$ cat config.mk
export PLATFORM = sky130hd
export DESIGN_NAME = hpq_cmp
export DESIGN_NICKNAME = d
export VERILOG_FILES = /design/src/hpq_pkg.sv /design/src/hpq_cmp.sv
export SDC_FILE = /design/constraint.sdc
export NUM_CORES = 1
export LEC_CHECK = 0
export BUFFER_PORTS_ARGS = -buffer_cell sky130_fd_sc_hd__clkbuf_2
export CORE_MARGIN = 3
export CORE_UTILIZATION = 45
export DETAILED_ROUTE_END_ITERATION = 10
export PLACE_DENSITY_LB_ADDON = 0.12
export SYNTH_ARGS = -nofsm -noshare
export SYNTH_HDL_FRONTEND = slang
export SYNTH_SLANG_ARGS = --single-unit
$ cat constraint.sdc
create_clock -name vclk -period 4.89
set_clock_uncertainty 0.05 [all_clocks]
set_input_delay 0.978 -clock vclk [all_inputs]
set_output_delay 0.978 -clock vclk [all_outputs]
set_load 0.01 [all_outputs]
$ cat src/hpq_pkg.sv
package hpq_pkg;

  // heap geometry
  localparam int unsigned CAPACITY = 256;
  localparam int unsigned ADDR_W   = $clog2(CAPACITY);
  localparam int unsigned CNT_W    = $clog2(CAPACITY + 1);
  localparam int unsigned LVL_W    = $clog2(CNT_W);
  localparam int unsigned CHILD_W  = CNT_W + 1;

  // payload widths
  localparam int unsigned PRI_W    = 32;
  localparam int unsigned ELEM_W   = 32;
  localparam int unsigned STATUS_W = 2;

  typedef logic [ADDR_W-1:0] addr_t;
  typedef logic [CNT_W-1:0]  cnt_t;
  typedef logic [LVL_W-1:0]  lvl_t;

  // one stored pair
  typedef struct packed {
    logic signed [PRI_W-1:0] pri;
    logic [ELEM_W-1:0]       elem;
  } pair_t;

  // request from the sequencer to the pair memory
  typedef struct packed {
    logic  we;
    addr_t waddr;
    pair_t wdata;
    addr_t raddr;
  } ram_req_t;

  // operation codes
  typedef enum logic {
    KIND_INSERT = 1'b0,
    KIND_REMOVE = 1'b1
  } kind_e;

  // result status codes
  typedef enum logic [STATUS_W-1:0] {
    ST_DONE  = 2'd0,
    ST_EMPTY = 2'd1,
    ST_FULL  = 2'd2
  } status_e;

  // sequencer states
  typedef enum logic [3:0] {
    S_IDLE,
    S_INS_RD,
    S_INS_CMP,
    S_DEL_ROOT,
    S_DEL_LAST,
    S_SFT_CHK,
    S_SFT_RDL,
    S_SFT_SEL,
    S_SFT_CMP,
    S_DONE
  } state_e;

  // index of the highest set bit, i.e. tree level of a 1-based position
  function automatic lvl_t level_of(input cnt_t pos);
    lvl_t lvl;
    lvl = '0;
    for (int b = 0; b < CNT_W; b++) begin
      if (pos[b]) lvl = lvl_t'(b);
    end
    return lvl;
  endfunction

endpackage

$ cat src/hpq_cmp.sv
module hpq_cmp (
  input  logic signed [hpq_pkg::PRI_W-1:0] a_i,
  input  logic signed [hpq_pkg::PRI_W-1:0] b_i,
  input  logic                             min_first_i,
  output logic                             a_wins_o
);
  import hpq_pkg::*;

  logic a_less;

  // signed compare, direction picked by the mode
  assign a_less   = (a_i < b_i);
  assign a_wins_o = (a_less == min_first_i);

endmodule

* After elaboration in Yosys (flattened, before gate mapping)
Cells that the tools add are included.
Storage, ports and cells: input bits 65, word-level logic and storage cells 2, flip-flop bits (word level) 0, output and inout bits 1
Cells by class: equality and inequality tests 1, $lt $le $gt $ge 1
Operators with widths (count):
- 32-bit < comparator | 1
- 1-bit equality test | 1

* Depth between registers and ports, before layout
depth in word-level cells 2, gate-level depth with buffers 8, depth with buffers taken out 8

* Least setup slack after synthesis
No wires, ideal clock.
kind in2out, start point input b_i[29] (netlist bit), end point output a_wins_o, buffers on the path 0, cell stages on the path 8, arrival 2.439 ns, data required time 3.862 ns, path slack 1.423 ns, cell sequence inv_1 > ha_1 > a21o_1 > a21o_1 > a221oi_1 > mux2i_1 > o31ai_1 > nor2b_1
Between the ends: longest elaborated chain between the ends 2
Ends and longest elaborated chain:
- start: declaration | RTL line hpq_cmp.sv:3 | input logic signed [hpq_pkg::PRI_W-1:0] b_i,
- 32-bit < comparator | RTL line hpq_cmp.sv:12 | assign a_less = (a_i < b_i);
- 1-bit equality test | RTL line hpq_cmp.sv:13 | assign a_wins_o = (a_less == min_first_i);
- end: declaration | RTL line hpq_cmp.sv:5 | output logic a_wins_o
Every way passes these cells.

* Worst setup path after layout
Same ends and word-level chain as after synthesis.

==> impl_metrics.env <==
export IMPL_status="complete, no violations"
export IMPL_numSequentialCells=0
export IMPL_worstPathCellList="clkbuf_2, inv_1, ha_1, a21o_1, a21o_1, a221oi_1, mux2i_1, o31ai_1, nor2b_1, clkbuf_2"
export IMPL_synth_compound_area_share_pct=19.5
export IMPL_end_point_of_the_most_critical_hold_path="a_wins_o"
export IMPL_setup_total_negative_slack_ns=0
export IMPL_critical_path_slowest_cell="sky130_fd_sc_hd__a221oi_1"
export IMPL_diodes=0
export IMPL_hold_start="min_first_i"
export IMPL_setup_worst_path_end_class="primary output"
export IMPL_yosysTopAreaCell="sky130_fd_sc_hd__ha_1"
export IMPL_synth_adder_area_share_pct=46.8
export IMPL_mappedNetlistArea_um2=830
export IMPL_overflow=0
export IMPL_core_region_um2=1610
export IMPL_drv_cap=0
export IMPL_antenna_violations_before_repair=0
export IMPL_detail_route_first_pass_iterations=3
export IMPL_route_antenna_remaining_nets=0
export IMPL_via_per_inst=4.86
export IMPL_final_max_slew_viol_count=0
export IMPL_final_period_utilization_pct=76.2
export IMPL_globalplace_congestion=0.700
export IMPL_synth_xor_area_share_pct=1.06
export IMPL_muxShareOfSynthArea_pct=1.21
export IMPL_grt_start_max_net_pins=5
export IMPL_number_of_setup_buffers_added_after_cts=0
export IMPL_layout_drive_gt1_share_pct=37.9
export IMPL_worst_path_depth=10
export IMPL_yosysWarningCount=0
export IMPL_finalNetCount=280
export IMPL_dp_cells=206
export IMPL_drt_iter0_drc=7
export IMPL_peak_vdd_ir_mv=0.0435
export IMPL_cp_num_buf_inv=3
export IMPL_max_slew_worst_pin_slew_ns=0.403
export IMPL_critPathTopFamily="compound AO/OA/AOI/OAI gates"
export IMPL_most_common_layout_cells="66 x sky130_fd_sc_hd__clkbuf_2, 31 x sky130_fd_sc_hd__inv_1, 31 x sky130_fd_sc_hd__ha_1"
export IMPL_synth_cells=116
export IMPL_synth_nets=212
export IMPL_worstPathMaxFanout=3
export IMPL_leakage_nw=0.797
export IMPL_io_buffers=66
export IMPL_power_mw=0.0942
export IMPL_register_area_um2=0
export IMPL_finalHoldViolations=0
export IMPL_timing_fmax_mhz=268
export IMPL_hpwlAfterDp_um=2060
export IMPL_crit_type="primary input to primary output"
export IMPL_boundaryPins=66
export IMPL_std_cell_rows=14
export IMPL_die_w_um=48.9
export IMPL_critPathLaunchType="primary input"
export IMPL_worstHoldPathCells=5
export IMPL_cts_hold_repair_buffers=0
export IMPL_grt_total_usage_pct=18.4
export IMPL_synth_area_per_cell_um2=7.15
export IMPL_combinational_family_with_the_most_area_after_synthesis="adder cells"
export IMPL_initial_utilization_pct=51.5
export IMPL_synth_cell_types=28
export IMPL_wl_per_cell_um=10.1
export IMPL_design_die_area_um2=2390
export IMPL_cts_resized=0
export IMPL_wirelength_um=2070
export IMPL_synth_area_top_cells="sky130_fd_sc_hd__ha_1 47%, sky130_fd_sc_hd__inv_1 14%, sky130_fd_sc_hd__a21oi_1 7.8%"
export IMPL_powerDensity_nw_per_um2=79.2
export IMPL_instances_no_fill=206
export IMPL_period_minus_slack_ns=3.72
export IMPL_cp_data_arrival_time_ns=2.70
export IMPL_seq_area_frac_synth_pct=0
export IMPL_synthDominantCellAreaShare_pct=46.8
export IMPL_slew_headroom_pct=73.1
export IMPL_rsz0062_at_grt="no"
export IMPL_grt_pass1_wl_um=3750
export IMPL_drt_drc_violations_left=0
export IMPL_synth_simple_gate_area_share_pct=17.5
export IMPL_timing_critical_path_required_ns=3.86
export IMPL_clockBufferCount=0
export IMPL_floorplan_die_height_um=48.9
export IMPL_report_final_setup_viol=0
export IMPL_min_path_type="primary input to primary output"
export IMPL_num_vias=1001
export IMPL_timing_critical_path_slowest_cell_delay_ns=0.37
export IMPL_most_common_cell_after_layout_fill_and_taps_aside="sky130_fd_sc_hd__clkbuf_2"
export IMPL_number_of_global_route_vias_before_repair=1025
export IMPL_areaGrowthSynthToFinish_pct=43.4
cell families (layout without fill, tap and decap cells):
family / count (synthesis) / after routing
adders and majority gates: 31 / 31
buffers and inverters: 31 / 97
AOI/OAI and AO/OA: 27 / 27
and+or+nand+nor: 25 / 25
xor gates and xnor gates: 1 / 1
muxes: 1 / 1
through the flow:
stage / instance area, um^2 / hold WS, ns / utilization [%] / worst slack [ns]
floorplan: 830 / 2.24 / - / 1.42
global placement: 1190 / 2.43 / 73.8 / 1.26
detailed placement: 1190 / 2.46 / 73.8 / 1.15
CTS: 1190 / 2.46 / 73.8 / 1.15
global route: 1190 / 2.53 / 73.8 / 1.01
finish: 1190 / 2.45 / 73.8 / 1.17
final cells by class:
type               instances  area (um^2)
fillers                  149          422
inverters                 31          116
multi-input cells         85          713
well taps                 24         30.0
repair buffers            66          330
cell usage after synthesis:
cell type,n
sky130_fd_sc_hd__a22o_1,1
sky130_fd_sc_hd__a21oi_1,13
sky130_fd_sc_hd__or2b_1,1
sky130_fd_sc_hd__o31ai_1,1
sky130_fd_sc_hd__a221oi_1,1
sky130_fd_sc_hd__nor3_1,1
sky130_fd_sc_hd__nor3b_2,1
sky130_fd_sc_hd__a31oi_1,1
sky130_fd_sc_hd__and4_1,1
sky130_fd_sc_hd__o211ai_1,1
sky130_fd_sc_hd__a21o_1,2
sky130_fd_sc_hd__inv_1,31
sky130_fd_sc_hd__nand2_4,1
sky130_fd_sc_hd__xnor2_1,1
sky130_fd_sc_hd__o221ai_1,1
sky130_fd_sc_hd__nand2_1,9
sky130_fd_sc_hd__or3_1,1
sky130_fd_sc_hd__nand2b_1,1
sky130_fd_sc_hd__nand3_1,1
sky130_fd_sc_hd__o21ai_0,4
sky130_fd_sc_hd__mux2i_1,1
sky130_fd_sc_hd__nor4_2,1
sky130_fd_sc_hd__nor2b_1,1
sky130_fd_sc_hd__nor2_1,3
sky130_fd_sc_hd__ha_1,31
sky130_fd_sc_hd__o21ai_1,1
sky130_fd_sc_hd__nand4_1,3
sky130_fd_sc_hd__a211o_1,1
tightest hold or removal path, delay by kind of cell:
family	cells	cell delay [ns]
buffers and inverters	2	0.24
AOI/OAI and AO/OA	1	0.09
xor gates and xnor gates	1	0.09
and+or+nand+nor	1	0.13
how the worst max path moves through the flow:
stage / start / to / slack, ns
4_1_cts: b_i[29] / a_wins_o / 1.15
5_1_grt: b_i[29] / a_wins_o / 1.01
6_report: b_i[29] / a_wins_o / 1.17
3_3_place_gp: b_i[29] / a_wins_o / 1.26
3_5_place_dp: b_i[29] / a_wins_o / 1.15
2_1_floorplan: b_i[29] / a_wins_o / 1.42
layer usage:
layer,wire length (um),global-route usage (%),part of all wire [%]
met5,0,0,0
met4,14,2.37,0.68
met3,130,1.83,6.3
met2,1160,40.3,56
met1,765,18.1,37
power breakdown:
part / switching, mW / internal [mW]
logic: 0.0446 / 0.0496
clock network: 0 / 0
registers: 0 / 0
No activity file was read; power rests on OpenSTA's default activity.
